--- src/rtl/core/wlc_pkg.sv ---
// Shared types and constants for the window lifter controller.
// No dependencies; every other file in the block imports this package.
package wlc_pkg;

	localparam int WLC_NUM_STEPS = 10;
	localparam int WLC_CFG_IDX_W = 4;
	localparam int WLC_CFG_DATA_W = 16;
	localparam int WLC_BAR_W = 10;
	localparam int WLC_LEVEL_W = 4;
	localparam int WLC_TICK_W = 16;
	localparam int WLC_DEB_W = 10;

	localparam logic [WLC_CFG_IDX_W-1:0] REG_DEBOUNCE   = 4'd0;
	localparam logic [WLC_CFG_IDX_W-1:0] REG_ONESHOT    = 4'd1;
	localparam logic [WLC_CFG_IDX_W-1:0] REG_STEP       = 4'd2;
	localparam logic [WLC_CFG_IDX_W-1:0] REG_PINCH_HOLD = 4'd3;

	localparam logic [WLC_DEB_W-1:0]  DEBOUNCE_RST   = 10'd10;
	localparam logic [WLC_TICK_W-1:0] ONESHOT_RST    = 16'd500;
	localparam logic [WLC_TICK_W-1:0] STEP_RST       = 16'd400;
	localparam logic [WLC_TICK_W-1:0] PINCH_HOLD_RST = 16'd5000;

	typedef struct packed {
		logic [WLC_DEB_W-1:0]  debounce_ticks;
		logic [WLC_TICK_W-1:0] oneshot_ticks;
		logic [WLC_TICK_W-1:0] step_ticks;
		logic [WLC_TICK_W-1:0] pinch_hold_ticks;
	} cfg_t;

	typedef struct packed {
		logic [WLC_BAR_W-1:0]   bar_leds;
		logic [WLC_LEVEL_W-1:0] window_level;
		logic                   motor_up;
		logic                   motor_down;
		logic                   pinch_lockout;
	} res_t;

endpackage

--- src/rtl/core/wlc_if.sv ---
// Handshake channels of the window lifter controller: tick input, result
// output and configuration write. Depends on wlc_pkg.
interface wlc_tick_if;
	logic valid;
	logic ready;
	logic up_button;
	logic down_button;
	logic pinch_sensor;
	modport source (output valid, up_button, down_button, pinch_sensor, input ready);
	modport sink (input valid, up_button, down_button, pinch_sensor, output ready);
endinterface

interface wlc_res_if;
	import wlc_pkg::*;
	logic                   valid;
	logic                   ready;
	logic [WLC_BAR_W-1:0]   bar_leds;
	logic [WLC_LEVEL_W-1:0] window_level;
	logic                   motor_up;
	logic                   motor_down;
	logic                   pinch_lockout;
	modport source (output valid, bar_leds, window_level, motor_up, motor_down,
		pinch_lockout, input ready);
	modport sink (input valid, bar_leds, window_level, motor_up, motor_down,
		pinch_lockout, output ready);
endinterface

interface wlc_cfg_if;
	import wlc_pkg::*;
	logic                      valid;
	logic                      ready;
	logic [WLC_CFG_IDX_W-1:0]  index;
	logic [WLC_CFG_DATA_W-1:0] data;
	modport source (output valid, index, data, input ready);
	modport sink (input valid, index, data, output ready);
endinterface

--- src/rtl/core/wlc_fsm.sv ---
// Window control state machine: debounce, one-touch decision, stepping and
// pinch reopening. Computes the next result from each tick. Depends on wlc_pkg.
module wlc_fsm #(
	parameter int NUM_STEPS = wlc_pkg::WLC_NUM_STEPS
) (
	input  logic          clk,
	input  logic          arst_n,
	input  logic          advance,
	input  logic          up_button,
	input  logic          down_button,
	input  logic          pinch_sensor,
	input  wlc_pkg::cfg_t cfg,
	output wlc_pkg::res_t nxt
);
	import wlc_pkg::*;

	localparam int OW = $clog2(NUM_STEPS + 1);
	localparam logic [OW-1:0] NS = OW'(NUM_STEPS);

	typedef enum logic [2:0] {
		PH_IDLE,
		PH_DEBOUNCE,
		PH_ONESHOT,
		PH_MANUAL,
		PH_AUTO,
		PH_PINCH_OPEN,
		PH_PINCH_HOLD
	} phase_t;

	phase_t                phase_q, phase_n;
	logic                  down_q, down_n;
	logic [WLC_TICK_W-1:0] tick_q, tick_n, tick_inc;
	logic [OW-1:0]         open_q, open_n, open_fwd, open_bwd, open_mv;
	logic                  held, end_now, end_mv;
	logic [WLC_TICK_W-1:0] deb_ext;
	logic [31:0]           lvl_ext;

	always_comb begin
		phase_n  = phase_q;
		down_n   = down_q;
		tick_n   = tick_q;
		open_n   = open_q;
		held     = down_q ? down_button : up_button;
		tick_inc = (tick_q == '1) ? tick_q : tick_q + 16'd1;
		deb_ext  = {{(WLC_TICK_W-WLC_DEB_W){1'b0}}, cfg.debounce_ticks};
		open_fwd = (open_q < NS) ? open_q + OW'(1) : open_q;
		open_bwd = (open_q != '0) ? open_q - OW'(1) : open_q;
		open_mv  = down_q ? open_fwd : open_bwd;
		end_now  = down_q ? (open_q >= NS) : (open_q == '0);
		end_mv   = down_q ? (open_mv >= NS) : (open_mv == '0);
		case (phase_q)
			PH_IDLE: begin
				if (down_button || up_button) begin
					down_n  = down_button;
					phase_n = PH_DEBOUNCE;
					tick_n  = 16'd1;
					if (16'd1 >= deb_ext) begin
						phase_n = PH_ONESHOT;
						tick_n  = '0;
					end
				end
			end
			PH_DEBOUNCE: begin
				if (!held) begin
					phase_n = PH_IDLE;
					tick_n  = '0;
				end else begin
					tick_n = tick_inc;
					if (tick_inc >= deb_ext) begin
						phase_n = PH_ONESHOT;
						tick_n  = '0;
					end
				end
			end
			PH_ONESHOT: begin
				tick_n = tick_inc;
				if (tick_inc >= cfg.oneshot_ticks) begin
					tick_n = '0;
					if (end_now) begin
						phase_n = PH_IDLE;
					end else begin
						open_n = open_mv;
						if (end_mv) begin
							phase_n = PH_IDLE;
						end else begin
							phase_n = held ? PH_MANUAL : PH_AUTO;
						end
					end
				end
			end
			PH_MANUAL, PH_AUTO: begin
				if (!down_q && pinch_sensor) begin
					down_n  = 1'b1;
					tick_n  = '0;
					open_n  = open_fwd;
					phase_n = (open_fwd >= NS) ? PH_PINCH_HOLD : PH_PINCH_OPEN;
				end else if (phase_q == PH_MANUAL && !held) begin
					phase_n = PH_IDLE;
					tick_n  = '0;
				end else begin
					tick_n = tick_inc;
					if (tick_inc >= cfg.step_ticks) begin
						tick_n = '0;
						open_n = open_mv;
						if (end_mv) begin
							phase_n = PH_IDLE;
						end
					end
				end
			end
			PH_PINCH_OPEN: begin
				tick_n = tick_inc;
				if (tick_inc >= cfg.step_ticks) begin
					tick_n = '0;
					open_n = open_fwd;
					if (open_fwd >= NS) begin
						phase_n = PH_PINCH_HOLD;
					end
				end
			end
			PH_PINCH_HOLD: begin
				tick_n = tick_inc;
				if (tick_inc >= cfg.pinch_hold_ticks) begin
					phase_n = PH_IDLE;
					tick_n  = '0;
				end
			end
			default: begin
				phase_n = PH_IDLE;
				tick_n  = '0;
			end
		endcase
	end

	always_comb begin
		lvl_ext = 32'(open_n);
		for (int i = 0; i < WLC_BAR_W; i++) begin
			nxt.bar_leds[i] = (i < NUM_STEPS) && (i >= int'(lvl_ext));
		end
		nxt.window_level  = lvl_ext[WLC_LEVEL_W-1:0];
		nxt.motor_up      = (phase_n == PH_MANUAL || phase_n == PH_AUTO) && !down_n;
		nxt.motor_down    = ((phase_n == PH_MANUAL || phase_n == PH_AUTO) && down_n)
			|| phase_n == PH_PINCH_OPEN;
		nxt.pinch_lockout = phase_n == PH_PINCH_OPEN || phase_n == PH_PINCH_HOLD;
	end

	always_ff @(posedge clk or negedge arst_n) begin
		if (!arst_n) begin
			phase_q <= PH_IDLE;
			down_q  <= 1'b0;
			tick_q  <= '0;
			open_q  <= '0;
		end else if (advance) begin
			phase_q <= phase_n;
			down_q  <= down_n;
			tick_q  <= tick_n;
			open_q  <= open_n;
		end
	end

endmodule

--- src/rtl/core/window_lifter_controller.sv ---
// Power window controller with one-touch travel and anti-pinch protection.
// Depends on wlc_pkg, the channel interfaces in wlc_if.sv and wlc_fsm.
//
// Usage: send one transaction on the tick channel per millisecond tick,
// carrying the up button, down button and pinch sensor. Each tick yields
// exactly one result transaction with the position bar, window level, motor
// drives and pinch lockout flag, all reflecting the state after that tick.
// The result is registered: the result of a tick accepted at one edge is valid
// right after that edge. Throughput is one tick per cycle while the receiver
// keeps ready high. The state update is a single pass through the state
// machine between the state registers and the result register, so a new
// tick is taken in the same cycle that the previous result is taken.
// When the receiver stalls, the result is held and the tick channel drops
// ready until the result register frees up; no result is lost.
// The configuration channel is always ready and should be written only while
// no tick is in flight. Reset returns the registers to their defaults, the
// state machine to idle with the window fully closed, and empties the result
// register.
module window_lifter_controller #(
	parameter int NUM_STEPS = wlc_pkg::WLC_NUM_STEPS
) (
	input logic      clk,
	input logic      arst_n,
	wlc_tick_if.sink tick,
	wlc_res_if.source result,
	wlc_cfg_if.sink  cfg
);
	import wlc_pkg::*;

	cfg_t cfg_q;
	res_t res_nxt;
	res_t res_q;
	logic res_valid_q;
	logic take;

	assign tick.ready = !res_valid_q || result.ready;
	assign take       = tick.valid && tick.ready;
	assign cfg.ready  = 1'b1;

	always_ff @(posedge clk or negedge arst_n) begin
		if (!arst_n) begin
			cfg_q.debounce_ticks   <= DEBOUNCE_RST;
			cfg_q.oneshot_ticks    <= ONESHOT_RST;
			cfg_q.step_ticks       <= STEP_RST;
			cfg_q.pinch_hold_ticks <= PINCH_HOLD_RST;
		end else if (cfg.valid) begin
			case (cfg.index)
				REG_DEBOUNCE:   cfg_q.debounce_ticks   <= cfg.data[WLC_DEB_W-1:0];
				REG_ONESHOT:    cfg_q.oneshot_ticks    <= cfg.data;
				REG_STEP:       cfg_q.step_ticks       <= cfg.data;
				REG_PINCH_HOLD: cfg_q.pinch_hold_ticks <= cfg.data;
				default: begin
				end
			endcase
		end
	end

	wlc_fsm #(
		.NUM_STEPS(NUM_STEPS)
	) u_fsm (
		.clk          (clk),
		.arst_n       (arst_n),
		.advance      (take),
		.up_button    (tick.up_button),
		.down_button  (tick.down_button),
		.pinch_sensor (tick.pinch_sensor),
		.cfg          (cfg_q),
		.nxt          (res_nxt)
	);

	always_ff @(posedge clk or negedge arst_n) begin
		if (!arst_n) begin
			res_valid_q <= 1'b0;
		end else if (take) begin
			res_valid_q <= 1'b1;
		end else if (result.ready) begin
			res_valid_q <= 1'b0;
		end
	end

	always_ff @(posedge clk) begin
		if (take) begin
			res_q <= res_nxt;
		end
	end

	assign result.valid         = res_valid_q;
	assign result.bar_leds      = res_q.bar_leds;
	assign result.window_level  = res_q.window_level;
	assign result.motor_up      = res_q.motor_up;
	assign result.motor_down    = res_q.motor_down;
	assign result.pinch_lockout = res_q.pinch_lockout;

endmodule

--- src/flat_wrapper.sv ---
// flat-port wrapper written by rule: the top's interface ports become plain ports
module window_lifter_controller_flat import wlc_pkg::*;
#(
	parameter int NUM_STEPS = wlc_pkg::WLC_NUM_STEPS
)
  (clk, arst_n, tick_valid, tick_up_button, tick_down_button, tick_pinch_sensor, tick_ready, result_valid, result_bar_leds, result_window_level, result_motor_up, result_motor_down, result_pinch_lockout, result_ready, cfg_valid, cfg_index, cfg_data, cfg_ready);
  wlc_tick_if tick_i ();
  wlc_res_if result_i ();
  wlc_cfg_if cfg_i ();
  input logic clk;
  input logic arst_n;
  input wire logic [$bits(tick_i.valid)-1:0] tick_valid;
  input wire logic [$bits(tick_i.up_button)-1:0] tick_up_button;
  input wire logic [$bits(tick_i.down_button)-1:0] tick_down_button;
  input wire logic [$bits(tick_i.pinch_sensor)-1:0] tick_pinch_sensor;
  output wire logic [$bits(tick_i.ready)-1:0] tick_ready;
  output wire logic [$bits(result_i.valid)-1:0] result_valid;
  output wire logic [$bits(result_i.bar_leds)-1:0] result_bar_leds;
  output wire logic [$bits(result_i.window_level)-1:0] result_window_level;
  output wire logic [$bits(result_i.motor_up)-1:0] result_motor_up;
  output wire logic [$bits(result_i.motor_down)-1:0] result_motor_down;
  output wire logic [$bits(result_i.pinch_lockout)-1:0] result_pinch_lockout;
  input wire logic [$bits(result_i.ready)-1:0] result_ready;
  input wire logic [$bits(cfg_i.valid)-1:0] cfg_valid;
  input wire logic [$bits(cfg_i.index)-1:0] cfg_index;
  input wire logic [$bits(cfg_i.data)-1:0] cfg_data;
  output wire logic [$bits(cfg_i.ready)-1:0] cfg_ready;
  assign tick_i.valid = tick_valid;
  assign tick_i.up_button = tick_up_button;
  assign tick_i.down_button = tick_down_button;
  assign tick_i.pinch_sensor = tick_pinch_sensor;
  assign tick_ready = tick_i.ready;
  assign result_valid = result_i.valid;
  assign result_bar_leds = result_i.bar_leds;
  assign result_window_level = result_i.window_level;
  assign result_motor_up = result_i.motor_up;
  assign result_motor_down = result_i.motor_down;
  assign result_pinch_lockout = result_i.pinch_lockout;
  assign result_i.ready = result_ready;
  assign cfg_i.valid = cfg_valid;
  assign cfg_i.index = cfg_index;
  assign cfg_i.data = cfg_data;
  assign cfg_ready = cfg_i.ready;
  window_lifter_controller #(.NUM_STEPS(NUM_STEPS)) u_core (.clk(clk), .arst_n(arst_n), .tick(tick_i), .result(result_i), .cfg(cfg_i));
endmodule
--- config.mk ---
export PLATFORM = sky130hd
export DESIGN_NAME = window_lifter_controller_flat
export DESIGN_NICKNAME = d
export VERILOG_FILES = /design/src/rtl/core/wlc_pkg.sv /design/src/rtl/core/wlc_if.sv /design/src/rtl/core/wlc_fsm.sv /design/src/rtl/core/window_lifter_controller.sv /design/src/flat_wrapper.sv
export SDC_FILE = /design/constraint.sdc
export NUM_CORES = 1
export LEC_CHECK = 0
export BUFFER_PORTS_ARGS = -buffer_cell sky130_fd_sc_hd__buf_4
export CAP_MARGIN = 10
export CORE_MARGIN = 4
export CORE_UTILIZATION = 48
export DETAILED_ROUTE_END_ITERATION = 8
export GPL_ROUTABILITY_DRIVEN = 0
export PLACE_DENSITY = 0.63
export SLEW_MARGIN = 5
export SYNTH_ARGS = -nofsm -noshare
export SYNTH_HDL_FRONTEND = slang
export SYNTH_HIERARCHICAL = 1
export SYNTH_SLANG_ARGS = --single-unit
--- constraint.sdc ---
create_clock -name clk -period 8.75 [get_ports clk]
set_clock_uncertainty 0.05 [all_clocks]
set_input_delay 1.3125 -clock clk [delete_from_list [all_inputs] [get_ports clk]]
set_output_delay 1.3125 -clock clk [all_outputs]
set_load 0.005 [all_outputs]
After elaboration in Yosys (flattened, before gate mapping)
Cells that the tools add are included.
- add/subtract/negate cells: 3
- $lt $le $gt $ge: 19
- equality and inequality tests: 15
- mux-type cells: 46
- reduce and logical (&&, ||, !) cells: 26
- operators with widths (kind ; count):
    16-bit two-way mux ; 9
    16-bit one-hot mux with 6 select lines ; 1
    16-bit greater-or-equal comparator ; 3
    3-bit two-way mux ; 14
    4-bit two-way mux ; 9
    3-bit equality test, second input constant ; 6
    3-bit one-hot mux with 6 select lines ; 1
    16-bit by 1-bit adder with 16-bit output, second input constant ; 1
    16-bit equality test, second input constant ; 1
    16-bit by 10-bit greater-or-equal comparator with 1-bit output ; 1
    3-bit by 4-bit greater-or-equal comparator with 1-bit output, first input constant ; 4
    4-bit greater-or-equal comparator, second input constant ; 3
    4-bit logical NOT ; 3
    4-bit one-hot mux with 3 select lines ; 1
    1-bit by 10-bit greater-or-equal comparator with 1-bit output, first input constant ; 1
    2-bit AND reduction ; 5
    3-bit by 2-bit equality test with 1-bit output, second input constant ; 3
    4-bit by 2-bit equality test with 1-bit output, second input constant ; 2
    1-bit by 4-bit greater-or-equal comparator with 1-bit output, first input constant ; 2
    2-bit by 4-bit greater-or-equal comparator with 1-bit output, first input constant ; 2
    4-bit greater-or-equal comparator, first input constant ; 2
    1-bit two-way mux ; 8
    1-bit logical AND ; 5
    1-bit logical OR ; 5
    13 further kinds ; 17
- bits in registers: 100

Depth between registers and ports, before layout
- depth in word-level cells: 14
- depth in mapped cells: 20
- gate-level depth less buffers: 19

Cells and area by module
The synthesis kept the hierarchy.
- by module, submodules not included (module ; instances ; cells an instance ; area an instance (um^2) ; seq. area each (um^2)):
    wlc_fsm ; 1 ; 514 ; 3912.5 ; 600.6
    window_lifter_controller ; 1 ; 150 ; 2891.5 ; 2006.9

Worst setup path before layout
Ideal clock, no wire load.
- path kind: flip-flop to flip-flop
- from: register u_core.u_fsm.tick_q[0]
- to: register u_core.res_q, in the netlist u_core/result.bar_leds[4] (data pin)
- data arrival time: 4389 ps
- path slack: 4165 ps
- stages on the path, launching flop included: 19
- path buffers: 0
- period minus slack after synthesis: 4585 ps
- path through: dfrtp_1 > ha_1 > inv_1 > nor4_4 > nand2_1 > nand3_1 > nor2_1 > nand3_1 > xnor2_1 > ha_1 > nand4_1 > o41a_1 > a311o_1 > a31oi_1 > o32a_1 > o221ai_1 > a211o_1 > or2_1 > a21oi_1
- RTL lines (what ; line ; source):
    from (decl) ; wlc_fsm.sv:32 ; logic [WLC_TICK_W-1:0] tick_q, tick_n, tick_inc;
    from (signal assigned) ; wlc_fsm.sv:156 ; tick_q <= tick_n;
    to (signal assigned) ; window_lifter_controller.sv:83 ; res_q <= res_nxt;
    to (decl) ; window_lifter_controller.sv:32 ; res_t res_q;

Worst setup path after layout
- from: register u_core.u_fsm.tick_q[0]
- to: register u_core.u_fsm.tick_q[3]
- cells in the longest elaborated chain, start to end: 7
- ends and longest elaborated chain (what ; line ; source):
    16-bit by 1-bit adder with 16-bit output / 16-bit equality test (equally long branches) ; wlc_fsm.sv:44 ; tick_inc = (tick_q == '1) ? tick_q : tick_q + 16'd1;
    16-bit two-way mux (*) ; wlc_fsm.sv:44 ;
    16-bit greater-or-equal comparator ; wlc_fsm.sv:102, wlc_fsm.sv:113 ;
    16-bit two-way mux ; wlc_fsm.sv:102, wlc_fsm.sv:113 ;
    16-bit two-way mux ; wlc_fsm.sv:97 ; end else if (phase_q == PH_MANUAL && !held) begin
    16-bit two-way mux ; wlc_fsm.sv:92 ; if (!down_q && pinch_sensor) begin
    16-bit one-hot mux with 6 select lines (*) ; wlc_fsm.sv:51 ; case (phase_q)
Mark *: on every way between the ends. The rest lies on a longest branch, timed or not.
A chain may end at the register's enable or synchronous reset.

==> flow_summary.toml <==
[run_status]
outcome = "completed"

[worst_setup_path]
critical_path.endpoint_type = "flip-flop"
cpMaxStageDelayCell = "a311oi_4"
critPathMaxStageDelay_ps = 740
crit_fanout = 17
worstSetupPathType = "flip-flop to flip-flop"
start_kind = "flip-flop"
arrival_ps = 5940
cp.required_ps = 8990
path_delay_family = "compound AO/OA/AOI/OAI gates"
crit_chain = "ha_1, inv_1, nor4_4, nand2_1, nand3_1, nor2_1, xor2_1, ha_1, a21oi_1, nor2_1, a2111oi_0, o21bai_1, a2111o_1, nor3_2, and4b_4, a311oi_4, a21o_1, a22o_1"
cp.buffers_inverters = 1

[global_route]
grt_overflow = 0
antenna_found_initial = 0
grt_pass1_wl_um = 26200
grt.total_usage_pct = 20.3
grt_pass1_vias = 5082
grt_start_max_net_pins = 84

[clocking]
cts_resized = 0
clk_root_buffer_cell = "clkbuf_16"
cts_max_level = 3
numCtsBuffers = 9
holdBufCountCts = 0
cts_setup_buffers = 0
ctsLongestPathBuffers = 2
clock-sinks = 100
clk_pin_slew_ps = 70
cts_tree = "yes"
clock_latency_ps = 350

[yosys]
synth_simple_gate_area_share_pct = 14.6
netlist_area_mm2 = 0.00680
synth_area_leader_cell = "dfrtp_1"
synth.area.top_cells = "dfrtp_1 (25%), ha_1 (11%), edfxtp_1 (7.5%), mux2_2 (7.3%), dfstp_2 (6.2%)"
yosysSeqAreaShare_pct = 38.3
async_flop_share_pct = 83.0
netlist.area_leader.share_pct = 24.6
synth_compound_gate_area_share_pct = 16.4
synthAdderAreaFrac_pct = 11.0
syn_nets = 751
synthMuxAreaShare_pct = 12.4
synth_xor_xnor_area_share_pct = 1.42
synth_flop_cell = "dfrtp_1"
synth_top_family_by_area = "compound AO/OA/AOI/OAI gates"
avgSynthCellArea_um2 = 10.2
ys_ff_latch = 100
synth-edff-count = 17
ys_types = 79
ys.warnings.count = 6
syn-instance-count = 664

[place]
hpwl_um = 11800
portBuffers = 46
place_ws_ps = 3320

[die]
num_rows = 43
core-area_mm2 = 0.0139
ios = 48
die_w_um = 127
die_y_um = 127
die_area_mm2 = 0.0161
initial_core_util_pct = 49.0

[sta]
final.setup.tns_ps = 0
min_period_over_period_pct = 65.1
relSlewSlack_pct = 26.4
drv_slew = 0
tightest_slew_ps = 1100
finalSetupViolCount = 0
final-hold-violation-count = 0
fmax_mhz = 176
fin_crit_ps = 5700
rsz0062_at_grt = "no"
setup_slack_ps = 3050

[pwr]
p_leak_nw = 3.48
switching_share_pct = 39.2
p_sw_mw = 0.828
vdd_drop_max_mv = 0.131
cellInternalPower_mw = 1.29
p_per_area_mw_per_mm2 = 281
pwr-share-comb_pct = 44.7
clkPwrFrac_pct = 18.6
p_total_mw = 2.11
pwr-share-seq_pct = 36.7

[route]
drtAntennaViolNets = 0
routed_wl_um = 15800
viasPerCell = 5.87
vias = 5150
drc = 0
drt_pre_antenna_iters = 5
drt_iter0_markers = 495
wl_per_cell_um = 18.0

[final_layout]
final_nets = 780
area_growth_pct = 10.6
regArea_mm2 = 0.00261
diodes = 0
num-fill-cells = 1243
multi_input_area_mm2 = 0.00380
drive_gt1_share_pct = 22.9

[flow_run]
cap_viol_max_count = 0

[min_path]
hp-class = "flip-flop to flip-flop"
## final timing paths
check                                                   start                            endpoint  slack, ps  depth (start not counted)
max                        u_core/u_fsm/tick_q[0]$_DFFE_PN0P_  u_core/u_fsm/tick_q[3]$_DFFE_PN0P_       3050                         18
max reg2reg                u_core/u_fsm/tick_q[0]$_DFFE_PN0P_  u_core/u_fsm/tick_q[3]$_DFFE_PN0P_       3050                         18
min                              u_core/cfg_q[15]$_DFFE_PN0P_        u_core/cfg_q[15]$_DFFE_PN0P_        450                          1
max in group asynchronous                              arst_n        u_core/cfg_q[15]$_DFFE_PN0P_       6880                          1
min reg2reg                      u_core/cfg_q[15]$_DFFE_PN0P_        u_core/cfg_q[15]$_DFFE_PN0P_        450                          1
min in group asynchronous                              arst_n  u_core/u_fsm/open_q[3]$_DFFE_PN0P_       1050                          1
## sequential cells by signal, summed over array words and instances (netlist names)
name	cells
u_core/u_fsm/down_q	1
u_core/u_fsm/tick_q	16
u_core/u_fsm/phase_q	3
u_core/result.valid	1
u_core/cfg_q	58
u_core/result.window_level	4
u_core/result.motor_down	1
u_core/result.pinch_lockout	1
u_core/result.motor_up	1
u_core/u_fsm/open_q	4
u_core/result.bar_leds	10
## metal layers
layer  wire length (um)  GRT usage (%)  vias up
met4                272           6.94        0
met3                893           3.97       20
met5                  0              0        -
met1               7560           28.9     2492
li1                   -              -     2484
met2               7080           31.2      154
## power groups by stage
stage          registers (mW)  clock network [mW]  logic, mW
3_5_place_dp            0.781                   0      0.926
5_1_grt                 0.797               0.423       1.06
3_3_place_gp            0.775                   0      0.908
4_1_cts                 0.774               0.408      0.933
2_1_floorplan           0.700                   0      0.737
6_report                0.776               0.393      0.946
## synth_stat cells, types with 4 or more instances
| cell | count |
|---|---|
| dfrtp_1 | 67 |
| inv_1 | 63 |
| ha_1 | 59 |
| mux2_2 | 44 |
| nor2_1 | 40 |
| nand2_1 | 39 |
| o21ai_0 | 25 |
| a21oi_1 | 23 |
| clkbuf_1 | 20 |
| mux2_4 | 20 |
| edfxtp_1 | 17 |
| nand3_1 | 17 |
| a22o_1 | 16 |
| dfstp_2 | 16 |
| nand2b_1 | 12 |
| nor3_1 | 12 |
| a211oi_1 | 10 |
| a21o_1 | 10 |
| a31oi_1 | 10 |
| xnor2_1 | 9 |
| o21a_1 | 8 |
| nand4_1 | 7 |
| and2_1 | 6 |
| nor2b_1 | 6 |
| a221oi_1 | 5 |
| and3_1 | 5 |
| mux2i_1 | 5 |
| o21ai_1 | 5 |
| a211o_1 | 4 |
| buf_2 | 4 |
| o31ai_1 | 4 |
## stage by stage
step           std cells  instance area, um2  hold slack (ps)  util [%]
6_report             878                7520              454      54.2
5_1_grt              878                7520              464      54.2
4_1_cts              878                7520              459      54.2
3_5_place_dp         862                7230              444      52.1
3_3_place_gp         862                7230              440      52.1
2_1_floorplan        664                6800              429         -
## kinds of logic after synthesis
| logic type | count (synthesis) |
|---|---|
| and+or+nand+nor | 175 |
| AOI/OAI and AO/OA | 155 |
| DFF | 100 |
| buffers and inverters | 93 |
| muxes | 69 |
| adders and majority gates | 60 |
| xor gates and xnor gates | 11 |
| other | 1 |
## layout by cell type (no fill, tap or decap), types with 12 or more instances in the layout
cell type,netlist,layout
inv_1,63,63
a21oi_1,23,23
nor2_1,40,40
nand2b_1,12,12
nand3_1,17,17
nand2_1,39,39
edfxtp_1,17,17
dfstp_2,16,16
buf_4,2,48
dfrtp_1,67,67
o21ai_0,25,25
mux2_4,20,20
nor3_1,12,12
ha_1,59,59
a22o_1,16,16
mux2_2,44,44
## area by class of cell
cell class / instances / area share (%)
Clock buffer: 10 / 3.04
Clock inverter: 6 / 0.848
Inverter: 63 / 3.14
Multi-Input combinational cell: 471 / 50.5
Sequential cell: 100 / 34.7
Tap cell: 180 / 2.99
Timing Repair Buffer: 48 / 4.79
(Power assumes the default switching activity.)
